$ cat src/rtl/slfr_pkg.sv
// Shared types and constants for the serial link frame receiver.
// No dependencies; imported by every module of the block.
package slfr_pkg;

   // Preamble bytes
   localparam logic [7:0] PRE0 = 8'hBE;
   localparam logic [7:0] PRE1 = 8'hEF;
   localparam logic [7:0] PRE2 = 8'hED;

   // Header position of the checksum byte
   localparam logic [15:0] HDR_SUM_POS = 16'd6;

   // Configuration register indexes
   localparam logic [7:0] CSR_LOCAL_PORT     = 8'd0;
   localparam logic [7:0] CSR_LOCAL_PROTOCOL = 8'd1;
   localparam logic [7:0] CSR_MAX_BODY_LEN   = 8'd2;
   localparam logic [7:0] CSR_CRC_POLY       = 8'd3;

   // Reset values of the configuration registers
   localparam logic [15:0] MAX_BODY_LEN_RST = 16'hFFFF;
   localparam logic [15:0] CRC_POLY_RST     = 16'h1021;

   // Result kinds
   localparam logic [1:0] KIND_BODY    = 2'd0;
   localparam logic [1:0] KIND_GOOD    = 2'd1;
   localparam logic [1:0] KIND_BAD_CRC = 2'd2;
   localparam logic [1:0] KIND_REFUSED = 2'd3;

   // Parser phases
   typedef enum logic [2:0] {
      PH_HUNT = 3'd0,
      PH_PRE1 = 3'd1,
      PH_PRE2 = 3'd2,
      PH_HDR  = 3'd3,
      PH_BODY = 3'd4,
      PH_CRC  = 3'd5
   } phase_type;

   // One result word
   typedef struct packed {
      logic [1:0]  kind;
      logic [7:0]  body_byte;
      logic [7:0]  remote_port;
      logic [7:0]  remote_protocol;
      logic [7:0]  transaction_id;
      logic [15:0] body_size;
   } rsp_word_type;

   // Front to queue push
   typedef struct packed {
      logic         valid;
      rsp_word_type word;
   } push_type;

endpackage

$ cat src/rtl/slfr_front.sv
// Front part: configuration registers, preamble hunt, header parse, CRC.
// Uses slfr_pkg; emits at most one result word per accepted byte.
module slfr_front
   import slfr_pkg::*;
(
   input  logic        clock,
   input  logic        reset,
   input  logic        accept,
   input  logic [7:0]  rx_byte,
   input  logic        csr_valid,
   input  logic [7:0]  csr_index,
   input  logic [15:0] csr_wdata,
   output push_type    push
);

   logic [7:0]  local_port_ff, local_protocol_ff;
   logic [15:0] max_body_len_ff, crc_poly_ff;

   phase_type   phase_ff, phase_in;
   logic [15:0] cnt_ff, cnt_in;
   logic [7:0]  dest_ff, dest_in, src_ff, src_in, type_ff, type_in, xid_ff, xid_in;
   logic [15:0] size_ff, size_in;
   logic [7:0]  sum_ff, sum_in;
   logic [15:0] crc_ff, crc_in;
   logic        ignoring_ff, ignoring_in;

   logic [15:0] crc_upd;
   logic [15:0] cnt_inc;
   logic        is_match;
   logic        too_big;
   logic        sum_ok;

   // One byte of MSB-first CRC, eight narrow shift steps
   function automatic logic [15:0] crc_byte(input logic [15:0] crc,
                                            input logic [7:0]  b,
                                            input logic [15:0] poly);
      logic [15:0] c;
      c = crc ^ {b, 8'h00};
      for (int i = 0; i < 8; i++) begin
         if (c[15]) begin
            c = {c[14:0], 1'b0} ^ poly;
         end else begin
            c = {c[14:0], 1'b0};
         end
      end
      return c;
   endfunction

   // Configuration writes
   always_ff @(posedge clock) begin
      if (reset) begin
         local_port_ff     <= '0;
         local_protocol_ff <= '0;
         max_body_len_ff   <= MAX_BODY_LEN_RST;
         crc_poly_ff       <= CRC_POLY_RST;
      end else if (csr_valid) begin
         case (csr_index)
            CSR_LOCAL_PORT:     local_port_ff     <= csr_wdata[7:0];
            CSR_LOCAL_PROTOCOL: local_protocol_ff <= csr_wdata[7:0];
            CSR_MAX_BODY_LEN:   max_body_len_ff   <= csr_wdata;
            CSR_CRC_POLY:       crc_poly_ff       <= csr_wdata;
            default: ;
         endcase
      end
   end

   // Shared decode terms
   assign crc_upd  = crc_byte((phase_ff == PH_PRE1 || phase_ff == PH_PRE2 ||
                               phase_ff == PH_HDR  || phase_ff == PH_BODY ||
                               phase_ff == PH_CRC) ? crc_ff : 16'h0000,
                              rx_byte, crc_poly_ff);
   assign cnt_inc  = cnt_ff + 16'd1;
   assign is_match = (type_ff == local_protocol_ff) && (dest_ff == local_port_ff);
   assign too_big  = is_match && (size_ff > max_body_len_ff);
   assign sum_ok   = (rx_byte == sum_ff);

   // Next phase
   always_comb begin
      phase_in = phase_ff;
      if (accept) begin
         case (phase_ff)
            PH_PRE1: phase_in = (rx_byte == PRE1) ? PH_PRE2 : PH_HUNT;
            PH_PRE2: phase_in = (rx_byte == PRE2) ? PH_HDR : PH_HUNT;
            PH_HDR: begin
               if (cnt_ff < HDR_SUM_POS) begin
                  phase_in = PH_HDR;
               end else if (!sum_ok || too_big) begin
                  phase_in = PH_HUNT;
               end else begin
                  phase_in = (size_ff == 16'd0) ? PH_CRC : PH_BODY;
               end
            end
            PH_BODY: phase_in = (cnt_inc >= size_ff) ? PH_CRC : PH_BODY;
            PH_CRC:  phase_in = (cnt_ff == 16'd0) ? PH_CRC : PH_HUNT;
            default: phase_in = (rx_byte == PRE0) ? PH_PRE1 : PH_HUNT;
         endcase
      end
   end

   // Datapath updates and result word
   always_comb begin
      cnt_in      = cnt_ff;
      dest_in     = dest_ff;
      src_in      = src_ff;
      type_in     = type_ff;
      size_in     = size_ff;
      xid_in      = xid_ff;
      sum_in      = sum_ff;
      crc_in      = crc_ff;
      ignoring_in = ignoring_ff;
      push.valid  = 1'b0;
      push.word.kind            = KIND_BODY;
      push.word.body_byte       = 8'h00;
      push.word.remote_port     = src_ff;
      push.word.remote_protocol = type_ff;
      push.word.transaction_id  = xid_ff;
      push.word.body_size       = size_ff;
      if (accept) begin
         case (phase_ff)
            PH_PRE1, PH_PRE2: begin
               if ((phase_ff == PH_PRE1 && rx_byte == PRE1) ||
                   (phase_ff == PH_PRE2 && rx_byte == PRE2)) begin
                  sum_in = sum_ff + rx_byte;
                  crc_in = crc_upd;
               end
               cnt_in = 16'd0;
            end
            PH_HDR: begin
               crc_in = crc_upd;
               case (cnt_ff[2:0])
                  3'd0: dest_in = rx_byte;
                  3'd1: src_in  = rx_byte;
                  3'd2: type_in = rx_byte;
                  3'd3: size_in = {rx_byte, 8'h00};
                  3'd4: size_in = {size_ff[15:8], rx_byte};
                  3'd5: xid_in  = rx_byte;
                  default: ;
               endcase
               if (cnt_ff < HDR_SUM_POS) begin
                  sum_in = sum_ff + rx_byte;
                  cnt_in = cnt_inc;
               end else begin
                  cnt_in = 16'd0;
                  if (sum_ok) begin
                     ignoring_in = !is_match;
                     if (too_big) begin
                        push.valid     = 1'b1;
                        push.word.kind = KIND_REFUSED;
                     end
                  end
               end
            end
            PH_BODY: begin
               crc_in = crc_upd;
               cnt_in = (cnt_inc >= size_ff) ? 16'd0 : cnt_inc;
               if (!ignoring_ff) begin
                  push.valid          = 1'b1;
                  push.word.kind      = KIND_BODY;
                  push.word.body_byte = rx_byte;
               end
            end
            PH_CRC: begin
               crc_in = crc_upd;
               if (cnt_ff == 16'd0) begin
                  cnt_in = 16'd1;
               end else begin
                  cnt_in = 16'd0;
                  if (!ignoring_ff) begin
                     push.valid     = 1'b1;
                     push.word.kind = (crc_upd == 16'h0000) ? KIND_GOOD : KIND_BAD_CRC;
                  end
               end
            end
            default: begin
               cnt_in = 16'd0;
               if (rx_byte == PRE0) begin
                  sum_in = rx_byte;
                  crc_in = crc_upd;
               end
            end
         endcase
      end
   end

   // Parser state
   always_ff @(posedge clock) begin
      if (reset) begin
         phase_ff    <= PH_HUNT;
         cnt_ff      <= '0;
         dest_ff     <= '0;
         src_ff      <= '0;
         type_ff     <= '0;
         size_ff     <= '0;
         xid_ff      <= '0;
         sum_ff      <= '0;
         crc_ff      <= '0;
         ignoring_ff <= 1'b0;
      end else begin
         phase_ff    <= phase_in;
         cnt_ff      <= cnt_in;
         dest_ff     <= dest_in;
         src_ff      <= src_in;
         type_ff     <= type_in;
         size_ff     <= size_in;
         xid_ff      <= xid_in;
         sum_ff      <= sum_in;
         crc_ff      <= crc_in;
         ignoring_ff <= ignoring_in;
      end
   end

endmodule

$ cat src/rtl/slfr_queue.sv
// Short result queue between the parser front and the output stage.
// Uses slfr_pkg for the result word type.
module slfr_queue
   import slfr_pkg::*;
#(
   parameter int DEPTH = 2
) (
   input  logic         clock,
   input  logic         reset,
   input  push_type     push,
   input  logic         pop,
   output logic         full,
   output logic         not_empty,
   output rsp_word_type head
);

   localparam int PW = (DEPTH > 1) ? $clog2(DEPTH) : 1;
   localparam int CW = $clog2(DEPTH + 1);
   localparam logic [PW-1:0] LAST = PW'(DEPTH - 1);
   localparam logic [CW-1:0] FULL_CNT = CW'(DEPTH);

   rsp_word_type    mem_ff [DEPTH];
   logic [PW-1:0]   wr_ff, wr_in, rd_ff, rd_in;
   logic [CW-1:0]   cnt_ff, cnt_in;

   assign full      = (cnt_ff == FULL_CNT);
   assign not_empty = (cnt_ff != '0);
   assign head      = mem_ff[rd_ff];

   // Advance pointers and count
   always_comb begin
      wr_in  = wr_ff;
      rd_in  = rd_ff;
      cnt_in = cnt_ff;
      if (push.valid) begin
         wr_in = (wr_ff == LAST) ? '0 : wr_ff + PW'(1);
      end
      if (pop) begin
         rd_in = (rd_ff == LAST) ? '0 : rd_ff + PW'(1);
      end
      case ({push.valid, pop})
         2'b10:   cnt_in = cnt_ff + CW'(1);
         2'b01:   cnt_in = cnt_ff - CW'(1);
         default: cnt_in = cnt_ff;
      endcase
   end

   always_ff @(posedge clock) begin
      if (reset) begin
         wr_ff  <= '0;
         rd_ff  <= '0;
         cnt_ff <= '0;
      end else begin
         wr_ff  <= wr_in;
         rd_ff  <= rd_in;
         cnt_ff <= cnt_in;
      end
   end

   // Store pushed word
   always_ff @(posedge clock) begin
      if (push.valid) begin
         mem_ff[wr_ff] <= push.word;
      end
   end

endmodule

$ cat src/rtl/slfr_back.sv
// Back part: output register that delivers queued result words.
// Uses slfr_pkg for the result word type.
module slfr_back
   import slfr_pkg::*;
(
   input  logic         clock,
   input  logic         reset,
   input  logic         q_not_empty,
   input  rsp_word_type q_head,
   input  logic         rsp_stall,
   output logic         pop,
   output logic         rsp_valid,
   output rsp_word_type rsp_word
);

   logic         valid_ff, valid_in;
   rsp_word_type word_ff;

   // Load when the register is empty or its word is taken
   assign pop      = q_not_empty && (!valid_ff || !rsp_stall);
   assign valid_in = pop || (valid_ff && rsp_stall);

   always_ff @(posedge clock) begin
      if (reset) begin
         valid_ff <= 1'b0;
      end else begin
         valid_ff <= valid_in;
      end
   end

   always_ff @(posedge clock) begin
      if (pop) begin
         word_ff <= q_head;
      end
   end

   assign rsp_valid = valid_ff;
   assign rsp_word  = word_ff;

endmodule

$ cat src/rtl/serial_link_frame_receiver.sv
// Serial link frame receiver: preamble hunt, header check, body stream, CRC verdict.
// A result word reaches rsp_ through the queue and then the output register.
// Throughput: one byte per cycle while req_stall is low, set by the byte-wide CRC and sum update.
// A queue of QUEUE_DEPTH words parts parser and output; req_stall rises only when it is full.
// Reset (synchronous): parser back to the hunt, queue and output emptied, registers
// to port 0, protocol 0, size limit 65535, polynomial 0x1021.
module serial_link_frame_receiver
   import slfr_pkg::*;
#(
   parameter int QUEUE_DEPTH = 2
) (
   input  logic        clock,
   input  logic        reset,
   input  logic        req_valid,
   output logic        req_stall,
   input  logic [7:0]  req_rx_byte,
   output logic        rsp_valid,
   input  logic        rsp_stall,
   output logic [1:0]  rsp_kind,
   output logic [7:0]  rsp_body_byte,
   output logic [7:0]  rsp_remote_port,
   output logic [7:0]  rsp_remote_protocol,
   output logic [7:0]  rsp_transaction_id,
   output logic [15:0] rsp_body_size,
   input  logic        csr_valid,
   output logic        csr_ready,
   input  logic [7:0]  csr_index,
   input  logic [15:0] csr_wdata
);

   push_type     push;
   logic         q_full, q_not_empty, pop, accept;
   rsp_word_type q_head, rsp_word;

   // Take a byte whenever the queue has room
   assign req_stall = q_full;
   assign accept    = req_valid && !q_full;
   assign csr_ready = 1'b1;

   slfr_front u_front (
      .clock     (clock),
      .reset     (reset),
      .accept    (accept),
      .rx_byte   (req_rx_byte),
      .csr_valid (csr_valid),
      .csr_index (csr_index),
      .csr_wdata (csr_wdata),
      .push      (push)
   );

   slfr_queue #(
      .DEPTH (QUEUE_DEPTH)
   ) u_queue (
      .clock     (clock),
      .reset     (reset),
      .push      (push),
      .pop       (pop),
      .full      (q_full),
      .not_empty (q_not_empty),
      .head      (q_head)
   );

   slfr_back u_back (
      .clock       (clock),
      .reset       (reset),
      .q_not_empty (q_not_empty),
      .q_head      (q_head),
      .rsp_stall   (rsp_stall),
      .pop         (pop),
      .rsp_valid   (rsp_valid),
      .rsp_word    (rsp_word)
   );

   assign rsp_kind            = rsp_word.kind;
   assign rsp_body_byte       = rsp_word.body_byte;
   assign rsp_remote_port     = rsp_word.remote_port;
   assign rsp_remote_protocol = rsp_word.remote_protocol;
   assign rsp_transaction_id  = rsp_word.transaction_id;
   assign rsp_body_size       = rsp_word.body_size;

endmodule
$ cat config.mk
export PLATFORM = sky130hd
export DESIGN_NAME = serial_link_frame_receiver
export DESIGN_NICKNAME = d
export VERILOG_FILES = /design/src/rtl/slfr_pkg.sv /design/src/rtl/slfr_front.sv /design/src/rtl/slfr_queue.sv /design/src/rtl/slfr_back.sv /design/src/rtl/serial_link_frame_receiver.sv
export SDC_FILE = /design/constraint.sdc
export NUM_CORES = 1
export LEC_CHECK = 0
export BUFFER_PORTS_ARGS = -buffer_cell sky130_fd_sc_hd__buf_4
export CORE_MARGIN = 3
export CORE_UTILIZATION = 33
export CTS_CLUSTER_SIZE = 25
export DETAILED_ROUTE_END_ITERATION = 12
export PLACE_DENSITY = 0.48
export SLEW_MARGIN = 20
export SYNTH_ARGS = -nofsm -noshare
export SYNTH_HDL_FRONTEND = slang
export SYNTH_HIERARCHICAL = 1
export SYNTH_SLANG_ARGS = --single-unit
export TNS_END_PERCENT = 10
$ cat constraint.sdc
create_clock -name clock -period 6.1 [get_ports clock]
set_input_delay 0.915 -clock clock [delete_from_list [all_inputs] [get_ports clock]]
set_output_delay 0.915 -clock clock [all_outputs]
set_load 0.02 [all_outputs]
# Word-level counts from Yosys, hierarchy flattened
# Memory sizes are Yosys's and may differ from the RTL's. A register that Yosys moved wholly into a read port is not among the register bits.
# Cells that the tools add are included.
word_totals:
  regBits: 145
  n_memories: 1
  word_cells: 156
  mem_bits_rw: 100
  inputBits: 37
op_classes:
  n_bitwise: 12
  reduce_logical: 46
  order_cmp: 3
  mux: 45
  n_addsub: 6
  n_eq_ne: 24
mem_list:
  columns: ["name", "words", "width", "rd", "rd_clocked_by_memory_dff", "write_ports", "line", "source"]
  rows:
  - ["u_queue.mem_ff", 2, 50, 1, 1, 1, "slfr_queue.sv:22", "rsp_word_type mem_ff [DEPTH];"]
ops:
  columns: ["op", "n"]
  rows:
  - ["16-bit 2-to-1 mux", 13]
  - ["16-bit XOR", 9]
  - ["16-bit one-hot mux with 2 select lines", 2]
  - ["16-bit logical NOT", 3]
  - ["16-bit one-hot mux with 3 select lines", 1]
  - ["8-bit 2-to-1 mux", 4]
  - ["8-bit == test", 3]
  - ["8-bit == test (second input constant)", 3]
  - ["3-bit 2-to-1 mux", 8]
  - ["8-bit one-hot mux with 3 select lines", 1]
  - ["11-bit 2-to-1 mux", 2]
  - ["3-bit AND reduction", 6]
  - ["16-bit by 1-bit adder with 16-bit output (second input constant)", 1]
  - ["8-bit by 2-bit == test with 1-bit output (second input constant)", 2]
  - ["16-bit greater-or-equal comparator", 1]
  - ["16-bit greater-than comparator", 1]
  - ["16-bit by 3-bit < comparator with 1-bit output (second input constant)", 1]
  - ["3-bit one-hot mux with 5 select lines", 1]
  - ["3-bit by 2-bit == test with 1-bit output (second input constant)", 4]
  - ["3-bit == test (second input constant)", 4]
  - ["3-bit one-hot mux with 3 select lines", 1]
  - ["8-bit adder", 1]
  - ["8-bit by 1-bit == test with 1-bit output (second input constant)", 1]
  - ["8-bit logical NOT", 1]
  - ["23 further kinds", 62]

# Longest topological paths before layout
# Gate-level depths: netlist (run 1).
depth:
  depth_word: 31
  ltp_mapped: 21
  ltp_nobuf: 21

# Modules after synthesis
# Netlist (run 1), hierarchy kept.
by_module_without_submodules:
  columns: ["mod", "seq_area_each_um2", "area_per_inst_um2", "cells_each", "n_inst"]
  rows:
  - ["slfr_front", 2802.7, 10452.5, 1338, 1]
  - ["slfr_queue", 3103.0, 3802.4, 178, 1]
  - ["slfr_back", 1521.5, 1537.7, 54, 1]
  - ["serial_link_frame_receiver", 0.0, 25.0, 3, 1]

# Least setup slack after synthesis (run 1)
# OpenSTA, ideal clock, no wires.
synth_path:
  path_kind: "input port to flip-flop"
  start: "input req_rx_byte[5]"
  end: "memory u_queue/mem_ff[0][49] (netlist bit), data pin"
  cell_stages: 17
  setup_ns: 0.271
  setup_slack_ns: 0.384
  arrival_time_ns: 5.445
  cell_sequence: "clkbuf_1 > inv_1 > and4_1 > nor2_2 > inv_2 > nor3_1 > nor2_4 > a311oi_1 > xor3_1 > or4_4 > a31oi_1 > nor3_2 > xnor3_1 > a31o_1 > or4b_4 > nor4_2 > a21oi_1"
synth_lines:
  columns: ["element", "line", "source"]
  rows:
  - ["start: declaration", "serial_link_frame_receiver.sv:16", "input logic [7:0] req_rx_byte,"]
  - ["end: declaration", "slfr_queue.sv:22", null]

==> results.toml, run 1 <==
[detailed_routing]
via_per_inst = 5.12
wl_met2_um = 20300
top_layer = "met4"
routed_wl_um = 43200
dr.pass1.iters = 7
route.met3.wl_um = 1850
drc = 0
wl_met1_um = 20500
ant_nets = 0
drtIter0Drc = 831
via_count = 11715
avgRoutedWirePerCell_um = 18.9

[sta]
fmax_mhz = 172
hold_violations = 0
tns_ns = 0
rsz0062_at_grt = "false"
setup_viol = 0
worst_clock_skew_ns = 0.0110
period_needed_ns = 5.80
max-slew-margin-rel_pct = 29.8
tightest_slew_ns = 1.05
drv_slew = 0
post-route-period-util_pct = 95.1

[power]
pwr-share-seq_pct = 44.5
p_switching_uw = 1050
pwr_density_cell_nw_per_um2 = 252
pwr-share-clk_pct = 49.4
total_power_uw = 4660
power_leakage_uw = 0.00734
p_sw_share_pct = 22.6
combPwrFrac_pct = 6.2
p_int_uw = 3610
vdd_drop_max_mv = 0.180

[cells_and_area]
area_growth_pct = 17.0
diodes = 0
drive_gt1_share_pct = 17.1
postLayoutCellArea_um2 = 18500
fin_nets = 1738

[place]
routabilityCongestion = 0.825
hpwlAfterDp_um = 29900
port_buffers = 88
place_area_um2 = 17200

[grt]
grt-ovfl-total = 0
grt_pass1_wl_um = 67200
grt_max_degree = 73
grt_usage_pct = 17.0
grt_pass1_vias = 11308
antenna_found_initial = 0

[critical_path]
crit_buf_inv = 0
worstPathRequired_ns = 6.37
slowest_stage = "or4_4"
cpLargestDelayFamily = "simple AND/OR/NAND/NOR gates"
cp-end-kind = "flop"
crit_path_start_kind = "flop"
max_stage_delay_ns = 0.53
crit_arrival_ns = 6.07
cp_max_fo = 13
path_cells = "or3_4 > a21oi_2 > nor2_2 > a211oi_1 > o21a_1 > nor2_4 > a311oi_1 > xor3_1 > or4_4 > and4_4 > nor3_2 > xnor3_1 > a31o_1 > or4b_4 > nor4_2 > a21oi_1"
worstSetupPathType = "reg -> reg"

[clocking]
cts_tree = "yes"
clkLatencyLatePin_ns = 0.54
post_cts_resized = 0
post-cts-setup-buffers = 0
postCtsHoldBufs = 0
cts-root-buf = "clkbuf_16"
path_clk_slew_ns = 0.06
cts.sinks = 296
cts_max_level = 2
clockBufferDepth = 3
cts_inserted_buffers = 37

[floorplanning]
dieWidth_um = 225
design.die.area_um2 = 50600
die_h_um = 225
pin_count = 90
rows = 79
core_area_um2 = 47000
initial_core_util_pct = 33.7

[logic_synthesis]
synth_edf_count = 150
synth_area_um2 = 15800
syn_nets = 1657
synthCells = 1573
synth_top_area_share_pct = 28.5
synth_area_per_cell_um2 = 10.1
synth_cell_types = 93
synth_seq_area_share_pct = 47.0
ys_seq_elements = 296
ys.flop_type = "edfxtp_1"
async_flop_share_pct = 0
synth_area_leaders = "edfxtp_1, dfxtp_1, xnor2_1"
synth_largest_area_cell = "edfxtp_1"
synth_warnings = 6

[status]
run_status = "finished clean"

[worst_hold_path]
hold_class = "reg -> reg"

[run]
maxCapViolCount = 0
-- worst paths after layout --
| check | from | to | slack, ns | cells after the start |
|---|---|---|---|---|
| max | u_front/phase_ff[1] | u_queue/mem_ff[0][49] | 0.30 | 16 |
| min | u_front/src_ff[4] | u_queue/mem_ff[0][36] | 0.45 | 0 |
| max reg2reg | u_front/phase_ff[1] | u_queue/mem_ff[0][49] | 0.30 | 16 |
| min reg2reg | u_front/src_ff[4] | u_queue/mem_ff[0][36] | 0.45 | 0 |
-- state kept, by name, summed over array words and instances, names as in the netlist, 3 cells and up, named ones only --
| signal | count |
|---|---|
| u_front/local_protocol_ff | 8 |
| u_front/local_port_ff | 8 |
| u_back/rsp_word | 50 |
| u_front/crc_ff | 16 |
| u_front/type_ff | 8 |
| u_front/sum_ff | 8 |
| u_front/src_ff | 8 |
| u_front/max_body_len_ff | 16 |
| u_front/xid_ff | 8 |
| u_front/phase_ff | 3 |
| u_front/dest_ff | 8 |
| u_queue/mem_ff | 100 |
| u_front/crc_poly_ff | 16 |
| u_front/size_ff | 16 |
| u_front/cnt_ff | 16 |
-- power by group through the flow --
stage | Combinational (uW) | Clock [uW] | Sequential [uW]
after global routing | 311 | 2460 | 2070
after CTS | 288 | 2370 | 2070
final | 287 | 2300 | 2070
after floorplan | 189 | 0 | 2110
after global placement | 287 | 0 | 2110
after detailed placement | 288 | 0 | 2110
-- layer usage --
layer,vias to the layer above,track usage [%]
met4,0,3.73
met3,30,2.70
met1,5694,23.6
li1,5750,-
met2,241,27.9
met5,-,0
-- Yosys cell counts (all sizes together), types with 8 or more instances --
cell,count
a22oi,19
dfxtp,146
clkbuf,72
a21oi,79
nor3,36
nor4,20
xnor2,102
o21a,8
o211ai,10
nor2,131
nand4,15
a211oi,8
xnor3,11
nand2b,24
nand3,26
and3,22
xor2,47
o21ai,48
and2,8
ha,46
a211o,22
mux2,50
buf,16
edfxtp,150
mux2i,51
or3,11
nand2,209
a21o,27
nor2b,10
inv,56
-- cell type report --
type,instances,area [um2]
Multi-Input combinational cell,1130,7820
Clock inverter,24,310
Clock buffer,44,983
Fill cell,4574,28400
Tap cell,607,759
Sequential cell,296,7430
Inverter,59,221
Timing Repair Buffer,130,986
-- cell families after synthesis --
logic type,after synthesis,synth area share [%]
xor gates and xnor gates,163,10.4
muxes,101,6.79
other,1,0.0237
DFF,296,47.0
buffers and inverters,147,3.74
adders and majority gates,47,3.77
and+or+nand+nor,542,16.5
AOI/OAI and AO/OA,276,11.8
-- metrics by stage --
step | util (%) | worst slack, ns | std cells | hold slack (ns)
finish | 39.4 | 0.299 | 2290 | 0.453
floorplan | - | 0.384 | 1573 | 0.425
detailed placement | 36.7 | 0.0362 | 2221 | 0.439
CTS | 39.4 | 0.328 | 2289 | 0.456
global placement | 36.7 | 0.0917 | 2221 | 0.434
global route | 39.4 | 0.00797 | 2290 | 0.475
-- cell usage in the layout, fill, tap and decap left out, types with 9 or more instances in the layout --
master     instances
nand2b_1          24
nor3_1            32
mux2_2            50
nand3_1           24
a22oi_1           19
and3_1            22
nor2b_1            9
xnor2_1          101
a21oi_1           77
nand4_1           15
clkbuf_16         38
a211o_1           22
nor2_1           123
xor2_1            47
inv_1             55
buf_4            128
a21o_1            27
edfxtp_1         150
nor4_1            18
nand2_1          209
o211ai_1          10
ha_1              46
or3_1              9
clkinv_2          10
xnor3_1           11
mux2i_1           51
o21ai_0           40
dfxtp_1          145
No activity file was read; power rests on OpenSTA's default activity.
==> run 2: changes to the inputs <==
CORE_MARGIN = 8   (was 3)
TNS_END_PERCENT = 50   (was 10)
==> results.toml, run 2 (synthesis results as in run 1) <==
[status]
run_status = "finished clean"

[cells_and_area]
finish.utilization_pct = 38.9
top_register = "u_queue/mem_ff"
nFillCells = 4682
layout_common_cells = "nand2_1, edfxtp_1, dfxtp_1"
layout_commonest_cell = "nand2_1"
regArea_um2 = 7430
fin_nets = 1737
diodes = 0
multi_input_area_um2 = 7830
largest_reg_flops = 100
area_growth_pct = 16.9
stdcell_count = 2296
drive_gt1_share_pct = 17.0

[detailed_routing]
avgRoutedWirePerCell_um = 19.0
ant_nets = 0
via_count = 11669
via_per_inst = 5.08
drtIter0Drc = 785
dr.pass1.iters = 6
drc = 0
routed_wl_um = 43600

[floorplanning]
pin_count = 90
core_area_um2 = 47500
rows = 80
design.die.area_um2 = 55200
initial_core_util_pct = 33.3
die_h_um = 235
dieWidth_um = 235

[place]
port_buffers = 88
dpl_worst_slack_ns = 0.0778
numPlacedInstances = 2228
routabilityCongestion = 0.844
hpwlAfterDp_um = 30400

[grt]
grt-ovfl-total = 0
grt_usage_pct = 15.2
grt_pass1_vias = 11257
grt_pass1_wl_um = 67000
grt_max_degree = 90
antenna_found_initial = 0

[critical_path]
crit_arrival_ns = 6.05
crit_path_start_kind = "flop"
cp-end-kind = "flop"
crit_top_cell = "nor3_2"
path_cells = "nor3_4 > nor3_2 > buf_4 > nor2_2 > xnor2_1 > o311ai_0 > a221oi_2 > a311oi_1 > xor3_1 > or4_4 > and4_4 > nor3_2 > xnor3_1 > a31o_1 > or4b_4 > nor4_2 > a21oi_1"
worstPathRequired_ns = 6.37
cp_max_fo = 13
max_stage_delay_ns = 0.54
worstSetupPathType = "reg -> reg"
slowest_stage = "or4_4"
reg2reg_setup_slack_ns = 0.32
cpLargestDelayFamily = "simple AND/OR/NAND/NOR gates"
crit_buf_inv = 1

[clocking]
path_clk_slew_ns = 0.06
cts_tree = "yes"
cts.sinks = 296
postCtsHoldBufs = 0
cts-root-buf = "clkbuf_16"
cts_inserted_buffers = 36
clockBufferDepth = 3
clkLatencyLatePin_ns = 0.54
cts_max_level = 2

[power]
pwr-share-clk_pct = 48.9
p_switching_uw = 1020
p_sw_share_pct = 22.2
pwr_density_cell_nw_per_um2 = 249
power_leakage_uw = 0.00732
p_int_uw = 3580
vdd_drop_max_mv = 0.155
combPwrFrac_pct = 6.1
pwr-share-seq_pct = 45.0

[sta]
setup_slack_ns = 0.318
period_needed_ns = 5.78
worst_clock_skew_ns = 0.0109
max-slew-margin-rel_pct = 27.2
hold_violations = 0
post-route-period-util_pct = 94.8
fmax_mhz = 173
drv_slew = 0
setup_viol = 0
tightest_slew_ns = 1.09
holdWs_ns = 0.452
tns_ns = 0
rsz0062_at_grt = "false"

[run]
maxCapViolCount = 0

[worst_hold_path]
hold_class = "reg -> reg"
run 2: layout make-up:
type	instances	share of cell area (%)
Inverter	59	1.20
Sequential cell	296	40.2
Clock buffer	51	5.56
Tap cell	615	4.16
Clock inverter	15	1.19
Multi-Input combinational cell	1130	42.4
Timing Repair Buffer	130	5.35
run 2: worst register-to-register path: stages, from the launching register on:
cell and delay, ns:
dfxtp_2 0.40, nor3_4 0.37, nor3_2 0.09, buf_4 0.16
nor2_2 0.33, xnor2_1 0.15, o311ai_0 0.49, a221oi_2 0.14
a311oi_1 0.47, xor3_1 0.45, or4_4 0.54, and4_4 0.23
nor3_2 0.11, xnor3_1 0.44, a31o_1 0.24, or4b_4 0.52
nor4_2 0.25, a21oi_1 0.13
run 2: power groups by stage:
stage	Clock, uW	Combinational (uW)	Sequential, uW
2_1_floorplan	0	189	2110
3_3_place_gp	0	282	2110
3_5_place_dp	0	283	2110
4_1_cts	2320	284	2070
5_1_grt	2400	305	2070
6_report	2250	282	2070
run 2: metrics by stage:
step	instance area, um2	power [uW]
6_report	18500	4600
5_1_grt	18500	4770
4_1_cts	18500	4680
3_3_place_gp	17200	2400
3_5_place_dp	17200	2400
2_1_floorplan	15800	2300
run 2: final timing paths:
kind,start,to,cells past startpoint
max,u_front/phase_ff[1],u_queue/mem_ff[1][49],17
min reg2reg,u_front/src_ff[6],u_queue/mem_ff[0][38],0
max reg2reg,u_front/phase_ff[1],u_queue/mem_ff[1][49],17
min,u_front/src_ff[6],u_queue/mem_ff[0][38],0
run 2: what timing repair did:
action | 4_1_cts | 5_1_grt
buffers inserted | 0 | 2
endpoints found under the hold margin | 0 | 0
resized for setup | 0 | 3
setup endpoints to repair | 0 | 2
run 2: per-layer routing:
metal,track usage [%],vias up,part of all wire (%)
met5,0,-,0
met4,3.89,0,2.0
met3,2.95,66,5.3
met2,25.6,282,47
met1,19.9,5570,46
li1,-,5751,-
